## config.mk

```make
export PLATFORM = sky130hd
export DESIGN_NAME = websocket_frame_deframer_flat
export DESIGN_NICKNAME = d
export VERILOG_FILES = /design/src/design/wsd_pkg.sv /design/src/design/wsd_if.sv /design/src/design/wsd_in_stage.sv /design/src/design/wsd_parser.sv /design/src/design/wsd_out_stage.sv /design/src/design/websocket_frame_deframer.sv /design/src/flat_wrapper.sv
export SDC_FILE = /design/constraint.sdc
export NUM_CORES = 1
export LEC_CHECK = 0
export ABC_AREA = 1
export BUFFER_PORTS_ARGS = -buffer_cell sky130_fd_sc_hd__buf_4
export CAP_MARGIN = 20
export CORE_ASPECT_RATIO = 1.2
export CORE_MARGIN = 8
export CORE_UTILIZATION = 30
export CTS_BUF_LIST = sky130_fd_sc_hd__clkbuf_4
export DETAILED_ROUTE_END_ITERATION = 10
export PLACE_DENSITY = 0.56
export SLEW_MARGIN = 10
export SYNTH_ARGS = -nofsm -noshare
export SYNTH_HDL_FRONTEND = slang
export SYNTH_HIERARCHICAL = 1
export SYNTH_SLANG_ARGS = --single-unit
export TNS_END_PERCENT = 1
```

## constraint.sdc

```tcl
create_clock -name clk -period 4.1 [get_ports clk]
set_clock_uncertainty 0.15 [all_clocks]
set_input_delay 0.41 -clock clk [delete_from_list [all_inputs] [get_ports clk]]
set_output_delay 0.41 -clock clk [all_outputs]
set_load 0.005 [all_outputs]
```

## src/design/wsd_pkg.sv

```systemverilog
// wsd_pkg: shared types and constants for the websocket frame deframer
// no dependencies
`timescale 1ns / 1ps

package wsd_pkg;

    localparam int BYTE_W = 8;
    localparam int LEN_W  = 16;
    localparam int STAT_W = 3;
    localparam int OPC_W  = 4;

    localparam logic [LEN_W-1:0] MAX_PAYLOAD_RESET = 16'd256;

    // result status codes
    localparam logic [STAT_W-1:0] ST_DATA   = 3'd0;
    localparam logic [STAT_W-1:0] ST_EMPTY  = 3'd1;
    localparam logic [STAT_W-1:0] ST_CLOSE  = 3'd2;
    localparam logic [STAT_W-1:0] ST_NOMASK = 3'd3;
    localparam logic [STAT_W-1:0] ST_LEN64  = 3'd4;
    localparam logic [STAT_W-1:0] ST_BIG    = 3'd5;
    localparam logic [STAT_W-1:0] ST_BADOP  = 3'd6;

    // header constants
    localparam logic [OPC_W-1:0] OPC_CLOSE    = 4'h8;
    localparam logic [OPC_W-1:0] OPC_LAST_DATA = 4'h2;
    localparam logic [6:0]       LEN_EXT16    = 7'd126;

    typedef struct packed {
        logic [BYTE_W-1:0] payload_byte;
        logic [STAT_W-1:0] status;
        logic              fin_flag;
        logic [OPC_W-1:0]  frame_opcode;
        logic [LEN_W-1:0]  frame_length;
        logic              last_of_frame;
    } result_t;

endpackage

```

## src/design/wsd_if.sv

```systemverilog
// wsd channel interfaces: received byte, result item and config write
// depends on wsd_pkg
`timescale 1ns / 1ps

interface wsd_byte_if;
    logic                         valid;
    logic                         ready;
    logic [wsd_pkg::BYTE_W-1:0]   data_byte;

    modport source (output valid, output data_byte, input ready);
    modport sink (input valid, input data_byte, output ready);
endinterface

interface wsd_result_if;
    logic                         valid;
    logic                         ready;
    logic [wsd_pkg::BYTE_W-1:0]   payload_byte;
    logic [wsd_pkg::STAT_W-1:0]   status;
    logic                         fin_flag;
    logic [wsd_pkg::OPC_W-1:0]    frame_opcode;
    logic [wsd_pkg::LEN_W-1:0]    frame_length;
    logic                         last_of_frame;

    modport source (output valid, output payload_byte, output status, output fin_flag,
                    output frame_opcode, output frame_length, output last_of_frame,
                    input ready);
    modport sink (input valid, input payload_byte, input status, input fin_flag,
                  input frame_opcode, input frame_length, input last_of_frame,
                  output ready);
endinterface

interface wsd_cfg_if;
    logic                         valid;
    logic                         ready;
    logic [wsd_pkg::LEN_W-1:0]    max_payload;

    modport source (output valid, output max_payload, input ready);
    modport sink (input valid, input max_payload, output ready);
endinterface

```

## src/design/wsd_in_stage.sv

```systemverilog
// wsd_in_stage: input register for received bytes
// depends on wsd_pkg and wsd_byte_if
`timescale 1ns / 1ps

module wsd_in_stage (
    input  logic                        clk,
    input  logic                        rst_n,
    wsd_byte_if.sink                    rx,
    input  logic                        advance,
    output logic                        item_valid,
    output logic [wsd_pkg::BYTE_W-1:0]  item_byte
);

    logic                       valid_reg;
    logic                       valid_next;
    logic [wsd_pkg::BYTE_W-1:0] byte_reg;

    assign rx.ready = !valid_reg || advance;

    always_comb
    begin
        valid_next = valid_reg;
        if (rx.ready)
        begin
            valid_next = rx.valid;
        end
    end

    always_ff @(posedge clk or negedge rst_n)
    begin
        if (!rst_n)
        begin
            valid_reg <= 1'b0;
        end
        else
        begin
            valid_reg <= valid_next;
        end
    end

    always_ff @(posedge clk)
    begin
        if (rx.valid && rx.ready)
        begin
            byte_reg <= rx.data_byte;
        end
    end

    assign item_valid = valid_reg;
    assign item_byte  = byte_reg;

endmodule

```

## src/design/wsd_parser.sv

```systemverilog
// wsd_parser: frame header state machine, mask key store and payload unmasking
// depends on wsd_pkg
`timescale 1ns / 1ps

module wsd_parser (
    input  logic                        clk,
    input  logic                        rst_n,
    input  logic                        advance,
    input  logic [wsd_pkg::BYTE_W-1:0]  item_byte,
    input  logic [wsd_pkg::LEN_W-1:0]   max_payload,
    output logic                        result_valid,
    output wsd_pkg::result_t            result
);

    localparam logic [2:0] PH_HDR0  = 3'd0;
    localparam logic [2:0] PH_HDR1  = 3'd1;
    localparam logic [2:0] PH_EXTHI = 3'd2;
    localparam logic [2:0] PH_EXTLO = 3'd3;
    localparam logic [2:0] PH_MASK  = 3'd4;
    localparam logic [2:0] PH_DATA  = 3'd5;
    localparam logic [2:0] PH_HALT  = 3'd6;

    logic [2:0]                  phase_reg, phase_next;
    logic                        fin_reg, fin_next;
    logic [wsd_pkg::OPC_W-1:0]   opcode_reg, opcode_next;
    logic [wsd_pkg::LEN_W-1:0]   length_reg, length_next;
    logic [wsd_pkg::LEN_W-1:0]   byte_count_reg, byte_count_next;
    logic [1:0]                  sub_index_reg, sub_index_next;
    logic [wsd_pkg::BYTE_W-1:0]  mask_key_reg [4];
    logic                        key_write;

    logic [wsd_pkg::LEN_W-1:0]   count_inc;
    logic                        is_data_op;
    logic                        frame_last;
    logic [wsd_pkg::STAT_W-1:0]  end_status;
    logic [wsd_pkg::STAT_W-1:0]  status_c;
    logic [wsd_pkg::BYTE_W-1:0]  payload_c;
    logic                        last_c;

    assign count_inc  = byte_count_reg + 16'd1;
    assign frame_last = (count_inc == length_reg);
    assign is_data_op = (opcode_reg <= wsd_pkg::OPC_LAST_DATA);
    assign end_status = (opcode_reg == wsd_pkg::OPC_CLOSE) ? wsd_pkg::ST_CLOSE
                                                           : wsd_pkg::ST_BADOP;

    always_comb
    begin
        phase_next      = phase_reg;
        fin_next        = fin_reg;
        opcode_next     = opcode_reg;
        length_next     = length_reg;
        byte_count_next = byte_count_reg;
        sub_index_next  = sub_index_reg;
        key_write       = 1'b0;
        result_valid    = 1'b0;
        status_c        = wsd_pkg::ST_DATA;
        payload_c       = '0;
        last_c          = 1'b0;
        if (advance)
        begin
            unique case (phase_reg)
                PH_HDR0:
                begin
                    fin_next        = item_byte[7];
                    opcode_next     = item_byte[3:0];
                    length_next     = '0;
                    byte_count_next = '0;
                    phase_next      = PH_HDR1;
                end
                PH_HDR1:
                begin
                    if (!item_byte[7])
                    begin
                        phase_next   = PH_HALT;
                        result_valid = 1'b1;
                        status_c     = wsd_pkg::ST_NOMASK;
                        last_c       = 1'b1;
                    end
                    else if (item_byte[6:0] < wsd_pkg::LEN_EXT16)
                    begin
                        length_next = {9'd0, item_byte[6:0]};
                        if (length_next > max_payload)
                        begin
                            phase_next   = PH_HALT;
                            result_valid = 1'b1;
                            status_c     = wsd_pkg::ST_BIG;
                            last_c       = 1'b1;
                        end
                        else
                        begin
                            sub_index_next = '0;
                            phase_next     = PH_MASK;
                        end
                    end
                    else if (item_byte[6:0] == wsd_pkg::LEN_EXT16)
                    begin
                        phase_next = PH_EXTHI;
                    end
                    else
                    begin
                        phase_next   = PH_HALT;
                        result_valid = 1'b1;
                        status_c     = wsd_pkg::ST_LEN64;
                        last_c       = 1'b1;
                    end
                end
                PH_EXTHI:
                begin
                    length_next = {item_byte, 8'd0};
                    phase_next  = PH_EXTLO;
                end
                PH_EXTLO:
                begin
                    length_next = {length_reg[15:8], item_byte};
                    if (length_next > max_payload)
                    begin
                        phase_next   = PH_HALT;
                        result_valid = 1'b1;
                        status_c     = wsd_pkg::ST_BIG;
                        last_c       = 1'b1;
                    end
                    else
                    begin
                        sub_index_next = '0;
                        phase_next     = PH_MASK;
                    end
                end
                PH_MASK:
                begin
                    key_write      = 1'b1;
                    sub_index_next = sub_index_reg + 2'd1;
                    if (sub_index_reg == 2'd3)
                    begin
                        byte_count_next = '0;
                        if (length_reg == '0)
                        begin
                            result_valid = 1'b1;
                            last_c       = 1'b1;
                            if (is_data_op)
                            begin
                                phase_next = PH_HDR0;
                                status_c   = wsd_pkg::ST_EMPTY;
                            end
                            else
                            begin
                                phase_next = PH_HALT;
                                status_c   = end_status;
                            end
                        end
                        else
                        begin
                            phase_next = PH_DATA;
                        end
                    end
                end
                PH_DATA:
                begin
                    byte_count_next = count_inc;
                    if (is_data_op)
                    begin
                        result_valid = 1'b1;
                        payload_c    = item_byte ^ mask_key_reg[byte_count_reg[1:0]];
                        last_c       = frame_last;
                        if (frame_last)
                        begin
                            phase_next = PH_HDR0;
                        end
                    end
                    else if (frame_last)
                    begin
                        phase_next   = PH_HALT;
                        result_valid = 1'b1;
                        status_c     = end_status;
                        last_c       = 1'b1;
                    end
                end
                default:
                begin
                    phase_next = PH_HALT;
                end
            endcase
        end
    end

    assign result.payload_byte  = payload_c;
    assign result.status        = status_c;
    assign result.fin_flag      = fin_reg;
    assign result.frame_opcode  = opcode_reg;
    assign result.frame_length  = length_next;
    assign result.last_of_frame = last_c;

    always_ff @(posedge clk or negedge rst_n)
    begin
        if (!rst_n)
        begin
            phase_reg      <= PH_HDR0;
            fin_reg        <= 1'b0;
            opcode_reg     <= '0;
            length_reg     <= '0;
            byte_count_reg <= '0;
            sub_index_reg  <= '0;
        end
        else
        begin
            phase_reg      <= phase_next;
            fin_reg        <= fin_next;
            opcode_reg     <= opcode_next;
            length_reg     <= length_next;
            byte_count_reg <= byte_count_next;
            sub_index_reg  <= sub_index_next;
        end
    end

    always_ff @(posedge clk)
    begin
        if (key_write)
        begin
            mask_key_reg[sub_index_reg] <= item_byte;
        end
    end

    // halt is left only through reset
    a_halt_sticky: assert property (@(posedge clk) disable iff (!rst_n)
        phase_reg == PH_HALT |=> phase_reg == PH_HALT)
        else $error("halt state left without reset");

    a_payload_zero: assert property (@(posedge clk) disable iff (!rst_n)
        result_valid && result.status != wsd_pkg::ST_DATA |-> result.payload_byte == '0)
        else $error("payload byte set on a non-data result");

    a_end_halts: assert property (@(posedge clk) disable iff (!rst_n)
        result_valid && result.status != wsd_pkg::ST_DATA
            && result.status != wsd_pkg::ST_EMPTY |=> phase_reg == PH_HALT)
        else $error("close or error result did not halt");

    a_data_len: assert property (@(posedge clk) disable iff (!rst_n)
        phase_reg == PH_DATA |-> length_reg != '0 && byte_count_reg < length_reg)
        else $error("payload phase with count past length");

endmodule

```

## src/design/wsd_out_stage.sv

```systemverilog
// wsd_out_stage: result register in front of the result channel
// depends on wsd_pkg and wsd_result_if
`timescale 1ns / 1ps

module wsd_out_stage (
    input  logic                 clk,
    input  logic                 rst_n,
    input  logic                 load,
    input  wsd_pkg::result_t     result,
    output logic                 stall,
    wsd_result_if.source         res
);

    logic              valid_reg;
    logic              valid_next;
    wsd_pkg::result_t  result_reg;

    assign stall = valid_reg && !res.ready;

    always_comb
    begin
        valid_next = valid_reg;
        if (!stall)
        begin
            valid_next = load;
        end
    end

    always_ff @(posedge clk or negedge rst_n)
    begin
        if (!rst_n)
        begin
            valid_reg <= 1'b0;
        end
        else
        begin
            valid_reg <= valid_next;
        end
    end

    always_ff @(posedge clk)
    begin
        if (load && !stall)
        begin
            result_reg <= result;
        end
    end

    assign res.valid         = valid_reg;
    assign res.payload_byte  = result_reg.payload_byte;
    assign res.status        = result_reg.status;
    assign res.fin_flag      = result_reg.fin_flag;
    assign res.frame_opcode  = result_reg.frame_opcode;
    assign res.frame_length  = result_reg.frame_length;
    assign res.last_of_frame = result_reg.last_of_frame;

endmodule

```

## src/design/websocket_frame_deframer.sv

```systemverilog
// websocket_frame_deframer: top level, client frame parsing and payload unmasking
// result path: an accepted byte is held in the input register, and its result is
//   written to the result register when the parse advances
// throughput: one byte per cycle, set by the single parse stage between the
//   input register and the result register; backpressure stalls both
// reset: rst_n clears all control state, max_payload returns to 256
// depends on wsd_pkg, wsd_if, wsd_in_stage, wsd_parser, wsd_out_stage
`timescale 1ns / 1ps

module websocket_frame_deframer (
    input  logic         clk,
    input  logic         rst_n,
    wsd_byte_if.sink     rx,
    wsd_result_if.source res,
    wsd_cfg_if.sink      cfg
);

    logic                        item_valid;
    logic [wsd_pkg::BYTE_W-1:0]  item_byte;
    logic                        stall;
    logic                        advance;
    logic                        result_valid;
    wsd_pkg::result_t            result;
    logic [wsd_pkg::LEN_W-1:0]   max_payload_reg;

    assign advance   = item_valid && !stall;
    assign cfg.ready = 1'b1;

    always_ff @(posedge clk or negedge rst_n)
    begin
        if (!rst_n)
        begin
            max_payload_reg <= wsd_pkg::MAX_PAYLOAD_RESET;
        end
        else if (cfg.valid)
        begin
            max_payload_reg <= cfg.max_payload;
        end
    end

    wsd_in_stage u_in_stage (
        .clk        (clk),
        .rst_n      (rst_n),
        .rx         (rx),
        .advance    (advance),
        .item_valid (item_valid),
        .item_byte  (item_byte)
    );

    wsd_parser u_parser (
        .clk          (clk),
        .rst_n        (rst_n),
        .advance      (advance),
        .item_byte    (item_byte),
        .max_payload  (max_payload_reg),
        .result_valid (result_valid),
        .result       (result)
    );

    wsd_out_stage u_out_stage (
        .clk    (clk),
        .rst_n  (rst_n),
        .load   (result_valid),
        .result (result),
        .stall  (stall),
        .res    (res)
    );

endmodule
```

## src/flat_wrapper.sv

```systemverilog
// flat-port wrapper written by rule: the top's interface ports become plain ports
module websocket_frame_deframer_flat 
  (clk, rst_n, rx_valid, rx_data_byte, rx_ready, res_valid, res_payload_byte, res_status, res_fin_flag, res_frame_opcode, res_frame_length, res_last_of_frame, res_ready, cfg_valid, cfg_max_payload, cfg_ready);
  wsd_byte_if rx_i ();
  wsd_result_if res_i ();
  wsd_cfg_if cfg_i ();
  input  logic clk;
  input  logic rst_n;
  input wire logic [$bits(rx_i.valid)-1:0] rx_valid;
  input wire logic [$bits(rx_i.data_byte)-1:0] rx_data_byte;
  output wire logic [$bits(rx_i.ready)-1:0] rx_ready;
  output wire logic [$bits(res_i.valid)-1:0] res_valid;
  output wire logic [$bits(res_i.payload_byte)-1:0] res_payload_byte;
  output wire logic [$bits(res_i.status)-1:0] res_status;
  output wire logic [$bits(res_i.fin_flag)-1:0] res_fin_flag;
  output wire logic [$bits(res_i.frame_opcode)-1:0] res_frame_opcode;
  output wire logic [$bits(res_i.frame_length)-1:0] res_frame_length;
  output wire logic [$bits(res_i.last_of_frame)-1:0] res_last_of_frame;
  input wire logic [$bits(res_i.ready)-1:0] res_ready;
  input wire logic [$bits(cfg_i.valid)-1:0] cfg_valid;
  input wire logic [$bits(cfg_i.max_payload)-1:0] cfg_max_payload;
  output wire logic [$bits(cfg_i.ready)-1:0] cfg_ready;
  assign rx_i.valid = rx_valid;
  assign rx_i.data_byte = rx_data_byte;
  assign rx_ready = rx_i.ready;
  assign res_valid = res_i.valid;
  assign res_payload_byte = res_i.payload_byte;
  assign res_status = res_i.status;
  assign res_fin_flag = res_i.fin_flag;
  assign res_frame_opcode = res_i.frame_opcode;
  assign res_frame_length = res_i.frame_length;
  assign res_last_of_frame = res_i.last_of_frame;
  assign res_i.ready = res_ready;
  assign cfg_i.valid = cfg_valid;
  assign cfg_i.max_payload = cfg_max_payload;
  assign cfg_ready = cfg_i.ready;
  websocket_frame_deframer u_core (.clk(clk), .rst_n(rst_n), .rx(rx_i), .res(res_i), .cfg(cfg_i));
endmodule
```

==> metrics.yaml, run 1 <==
outcome: "finished, final reports clean"
power_leakage_uw: 0.00353
cts.repair.resized: 0
grt.total_usage_pct: 13.6
cp.arrival_ns: 3.43
hpwl_um: 12800
yosys.area.top_type: "edfxtp_1"
layout.nets: 887
grt_pass1_vias: 5275
dr_total_vias: 5370
clk_pin_slew_worst_paths_ns: 0.13
clock_latency_ns: 0.55
grt_start_max_net_pins: 61
slowest_stage: "dfrtp_1"
syn_nets: 778
powerDensity_nw_per_um2: 531
antenna_found_initial: 1
synth_ff_type: "edfxtp_1"
cp_max_fo: 28
pre_cts_ws_ns: 0.816
required_ns: 4.19
syn_inst: 728
drtAntennaViolNets: 0
setup_tns_ns: 0
use_met3_pct: 3.13
drc: 0
end_kind: "flip-flop"
drtPass1Iterations: 7
synth_async_sr_flop_share_pct: 45.1
met1_usage_pct: 17.0
syn_to_final_growth_pct: 22.4
wl_um: 17700
gp_congestion: 0.874
fin_util_pct: 37.4
start_kind: "flip-flop"
power_uw: 4300
routed_via_density: 4.77
grt_setup_unrepaired: "false"
layout_setup_ws_ns: 0.764
drive_above_1_share_pct: 14.4
rows: 59
hold_violations: 0
setup_viol: 0
critical_path_class: "flip-flop to flip-flop"
synth-seq-area-share_pct: 55.8
dieArea_sq_um: 27100
core_sq_um: 21700
grt_pass1_wl_um: 28200
start_util_pct: 30.5
portBuffers: 63
path_cells: "ha_1 -> nand3_1 -> nor2_1 -> nand2_1 -> nand3_1 -> nand2_1 -> nor2_1 -> nand3_1 -> nor2_1 -> nand3_1 -> nand2_1 -> o21ai_0 -> nand2_1 -> inv_1 -> a21oi_4 -> buf_12"
syn_area_sq_um: 6630
slew_headroom_pct: 44.8
cap_violations: 0
avgSynthCellArea_sq_um: 9.10
period_needed_ns: 3.34
synth-edff-count: 73
fp.dieH_um: 179
synth_cell_types: 40
avgRoutedWirePerCell_um: 15.7
largest_reg_flops: 32
ys_seq_elements: 133
groute.layer.met2.usage_pct: 22.4
clock_path_buffers: 2
finalMaxSlewViolations: 0
hold_path.class: "primary input to flip-flop"
pin_count: 65
yosysMostFrequentCell: "nand2_1"
grt.overflow.total: 0
drt_iter0_drc: 428
fmax_mhz: 300
die_w_um: 152
cts_max_level: 4
path_delay_family: "simple AND/OR/NAND/NOR gates"
grt_most_used_layer: "met2"
cts.sinks: 133
vdd_ir_drop_max_uv: 202
path_buf_inv: 2
numCtsBuffers: 17
synthTopCellsByCount: "nand2_1 (188), inv_1 (96), edfxtp_1 (73)"
cts_tree: "done"
ys_warn_count: 6
cp_slowest_stage_delay_ns: 0.55
root_buffer: "clkbuf_4"
synth_top_cell_area_share_pct: 33.1
final.period_utilization_pct: 81.4
tightest_slew_ns: 0.825
num-fill-cells: 2255
synth_area_leaders: "edfxtp_1 (33%), dfrtp_1 (22%), nand2_1 (11%)"
[worst reg2reg max path, cell delays in order, from the launching register on]
cell,delay [ns]
dfrtp_1,0.55
ha_1,0.29
nand3_1,0.15
nor2_1,0.28
nand2_1,0.09
nand3_1,0.09
nand2_1,0.05
nor2_1,0.10
nand3_1,0.08
nor2_1,0.18
nand3_1,0.14
nand2_1,0.11
o21ai_0,0.11
nand2_1,0.08
inv_1,0.07
a21oi_4,0.24
buf_12,0.25
[cell families after synthesis]
logic type,Yosys count,synth area share [%]
simple gates,333,21.3
flops,133,55.8
compound gates,118,10.5
buf+inv,118,7.52
fa+ha+maj,21,3.97
xor+xnor,4,0.944
other cells,1,0.0566
[placed cells by master, fill, tap and decap left out, drive strengths merged, types with 25 or more instances in the layout]
cell           n
dlygate4sd3   37
nand3         49
edfxtp        73
a21oi         25
nor2          64
nand2        195
inv          100
buf           72
dfrtp         59
o21ai         46
[area by class of cell]
cell class                      instances  area, sq um  share of cell area [%]
Sequential cell                       133         3690                    45.6
Clock inverter                         13          183                    2.25
Inverter                               99          377                    4.65
Antenna cell                            2         5.00                  0.0617
Timing Repair Buffer                  109          923                    11.4
Tap cell                              274          343                    4.23
Multi-Input combinational cell        477         2440                    30.1
Clock buffer                           19          143                    1.76
[where the power goes]
part / switching (uW) / leakage (uW) / internal [uW]
Sequential: 206 / 0.00145 / 1730
Combinational: 871 / 0.00192 / 493
Clock: 508 / 0.000165 / 496
[through the flow]
step                      cell area [sq um]  hold WS (ns)  std cells
after floorplan                        6630       -0.0356        728
after global placement                 7410         0.294       1055
after detailed placement               7410         0.305       1055
after CTS                              8100       0.00167       1124
after global routing                   8110        0.0203       1126
final                                  8110        0.0532       1126
[worst paths after layout]
path                                                                to  cells after the start  slack [ns]                               from
max in group asynchronous                u_core/u_parser/opcode_reg[2]                      2        2.92                              rst_n
min in group asynchronous           u_core/u_parser/byte_count_reg[10]                      2        0.35                              rst_n
worst min-delay path                        u_core/max_payload_reg[12]                      3        0.05                          cfg_valid
worst max-delay path            u_core/u_out_stage/res.payload_byte[1]                     16        0.76  u_core/u_parser/byte_count_reg[1]
worst max register to register  u_core/u_out_stage/res.payload_byte[1]                     16        0.76  u_core/u_parser/byte_count_reg[1]
worst min register to register         u_core/u_out_stage/res.fin_flag                      0        0.32            u_core/u_parser/fin_reg
[per-layer routing]
layer / wire (um) / vias to the layer above / share of wire [%]
li1: - / 2685 / -
met1: 7850 / 2474 / 44
met2: 8530 / 189 / 48
met3: 942 / 22 / 5.3
met4: 366 / 0 / 2.1
met5: 0 / - / 0
[what timing repair did]
item,4_1_cts,5_1_grt
hold buffers,37,0
endpoints found under the setup margin,0,0
setup buffers,0,0
endpoints found under the hold margin,85,0
No activity file was read; power rests on OpenSTA's default activity.
==> run 2, diff against run 1 <==
Settings changed: PLACE_DENSITY 0.56 to 0.58.
Clock period 4.1 ns to 2.7 ns, I/O delays scaled along.
==> metrics.yaml, run 2 (same netlist as run 1, synthesis figures left out) <==
outcome: "finished with violations"
violations: "setup timing"
die_w_um: 152
fmax_mhz: 357
clock_latency_ns: 0.56
cp_max_fo: 8
rows: 59
largest_reg_flops: 32
numCtsBuffers: 17
drt_iter0_drc: 535
worst-r2r-setup-slack_ns: -0.10
dieArea_sq_um: 27100
layout_setup_ws_ns: -0.100
final.period_utilization_pct: 104
whs_ns: 0.173
finalMaxSlewViolations: 0
dr_total_vias: 5784
syn_to_final_growth_pct: 34.2
avgRoutedWirePerCell_um: 16.2
timing.rr.end: "u_core/u_out_stage/res.frame_opcode[2]"
layout_commonest_cell: "nand2_1"
fp.dieH_um: 179
wl_um: 19500
slew_headroom_pct: 46.6
start_kind: "flip-flop"
gp_congestion: 0.915
setup_tns_ns: -2.74
required_ns: 2.83
cts_tree: "done"
routed_via_density: 4.82
power_uw: 6880
powerDensity_nw_per_um2: 773
r2r_cells: 17
portBuffers: 63
cts_max_level: 4
r2r-start: "u_core/u_parser/byte_count_reg[0]"
antenna_found_initial: 1
critical_path_class: "flip-flop to flip-flop"
layout.nets: 963
grt.total_usage_pct: 14.8
hpwl_um: 13900
core_sq_um: 21700
final_cell_mix: "nand2_1 (182), buf_4 (121), inv_1 (94)"
pin_count: 65
drtAntennaViolNets: 0
cts.sinks: 133
clk_pin_slew_worst_paths_ns: 0.12
critPathLaunch: "u_core/u_parser/byte_count_reg[0]"
power_leakage_uw: 0.00390
setup_viol: 33
cp.arrival_ns: 2.93
tightest_slew_ns: 0.801
drive_above_1_share_pct: 21.5
hold_violations: 0
drtPass1Iterations: 5
period_needed_ns: 2.80
drc: 0
grt_setup_unrepaired: "true"
endpoint: "u_core/u_out_stage/res.frame_opcode[2]"
grt.overflow.total: 0
end_kind: "flip-flop"
cap_violations: 0
pre_cts_ws_ns: -0.144
hold_path.class: "primary input to async pin"
grt_start_max_net_pins: 61
grt_pass1_vias: 5779
grt_pass1_wl_um: 30600
vdd_ir_drop_max_uv: 308
clock_path_buffers: 2
root_buffer: "clkbuf_4"
start_util_pct: 30.5
[run 2: cell types whose count changed in the layout (fill, tap and decap cells not counted), sizes merged]
cell         previous run  this run
clkbuf                 19        18
clkinvlp                4         6
buf                    72       124
nor2                   64        65
diode                   2         1
dlygate4sd3            37        59
[run 2: cell type report]
| class | instances | area (sq um) |
|---|---|---|
| fill | 2172 | 12800 |
| tap | 274 | 343 |
| clock buffer | 17 | 128 |
| sequential | 133 | 3700 |
| inverter | 99 | 379 |
| timing repair buffer | 184 | 1580 |
| clock inverter | 15 | 205 |
| antenna | 1 | 2.50 |
| multi-input combinational | 478 | 2560 |
[run 2: where the power goes]
group,internal [uW],total [uW],leakage (uW),switching [uW]
logic,967,2410,0.00230,1450
registers,2630,2930,0.00144,306
clock network,736,1530,0.000156,795
[run 2: worst max-delay path, cell delays in order, from the launching register on]
cell and delay [ns]:
dfrtp_2 0.45, ha_4 0.18, nand3_4 0.10, nor2_4 0.16, buf_6 0.12, nand2_1 0.04, nand2_1 0.07, nor2_1 0.05
nor2_1 0.10, nand3_1 0.12, nor2_4 0.14, nand3_2 0.09, nand2_2 0.09, o21ai_2 0.06, nand2_1 0.07, inv_2 0.05
a21oi_4 0.26, clkbuf_16 0.23
[run 2: stage by stage]
stage          util (%)  instances  instance area (sq um)
6_report           41.0       1201                   8890
5_1_grt            41.0       1201                   8890
4_1_cts            40.3       1191                   8740
3_5_place_dp       35.9       1098                   7790
3_3_place_gp       35.9       1098                   7790
2_1_floorplan         -        728                   6690
[run 2: what timing repair did]
| item | in CTS | in global routing |
|---|---|---|
| cloned | 1 | 1 |
| gates resized for setup | 4 | 15 |
| setup buffers | 1 | 8 |
| hold buffers | 59 | 0 |
| endpoints found under the setup margin | 33 | 34 |
| hold endpoints to repair | 85 | 0 |
| pin swaps | 1 | 19 |
[run 2: per-layer routing]
metal  routed length (um)  global-route usage (%)
met2                10000                    25.4
met5                    0                       0
met3                 1010                    3.21
met1                 8120                    17.8
met4                  331                    5.19
[run 2: worst min-delay path by stage]
| stage | cells past startpoint | endpoint | startpoint | slack (ns) |
|---|---|---|---|---|
| finish | 2 | u_core/u_parser/byte_count_reg[12] | rst_n | 0.17 |
| global placement | 1 | u_core/u_parser/byte_count_reg[11] | rst_n | 0.26 |
| CTS | 2 | u_core/u_parser/byte_count_reg[11] | rst_n | 0.18 |
| floorplan | 0 | u_core/max_payload_reg[0] | rst_n | -0.18 |
| detailed placement | 1 | u_core/u_parser/byte_count_reg[11] | rst_n | 0.26 |
| global route | 2 | u_core/u_parser/byte_count_reg[12] | rst_n | 0.21 |
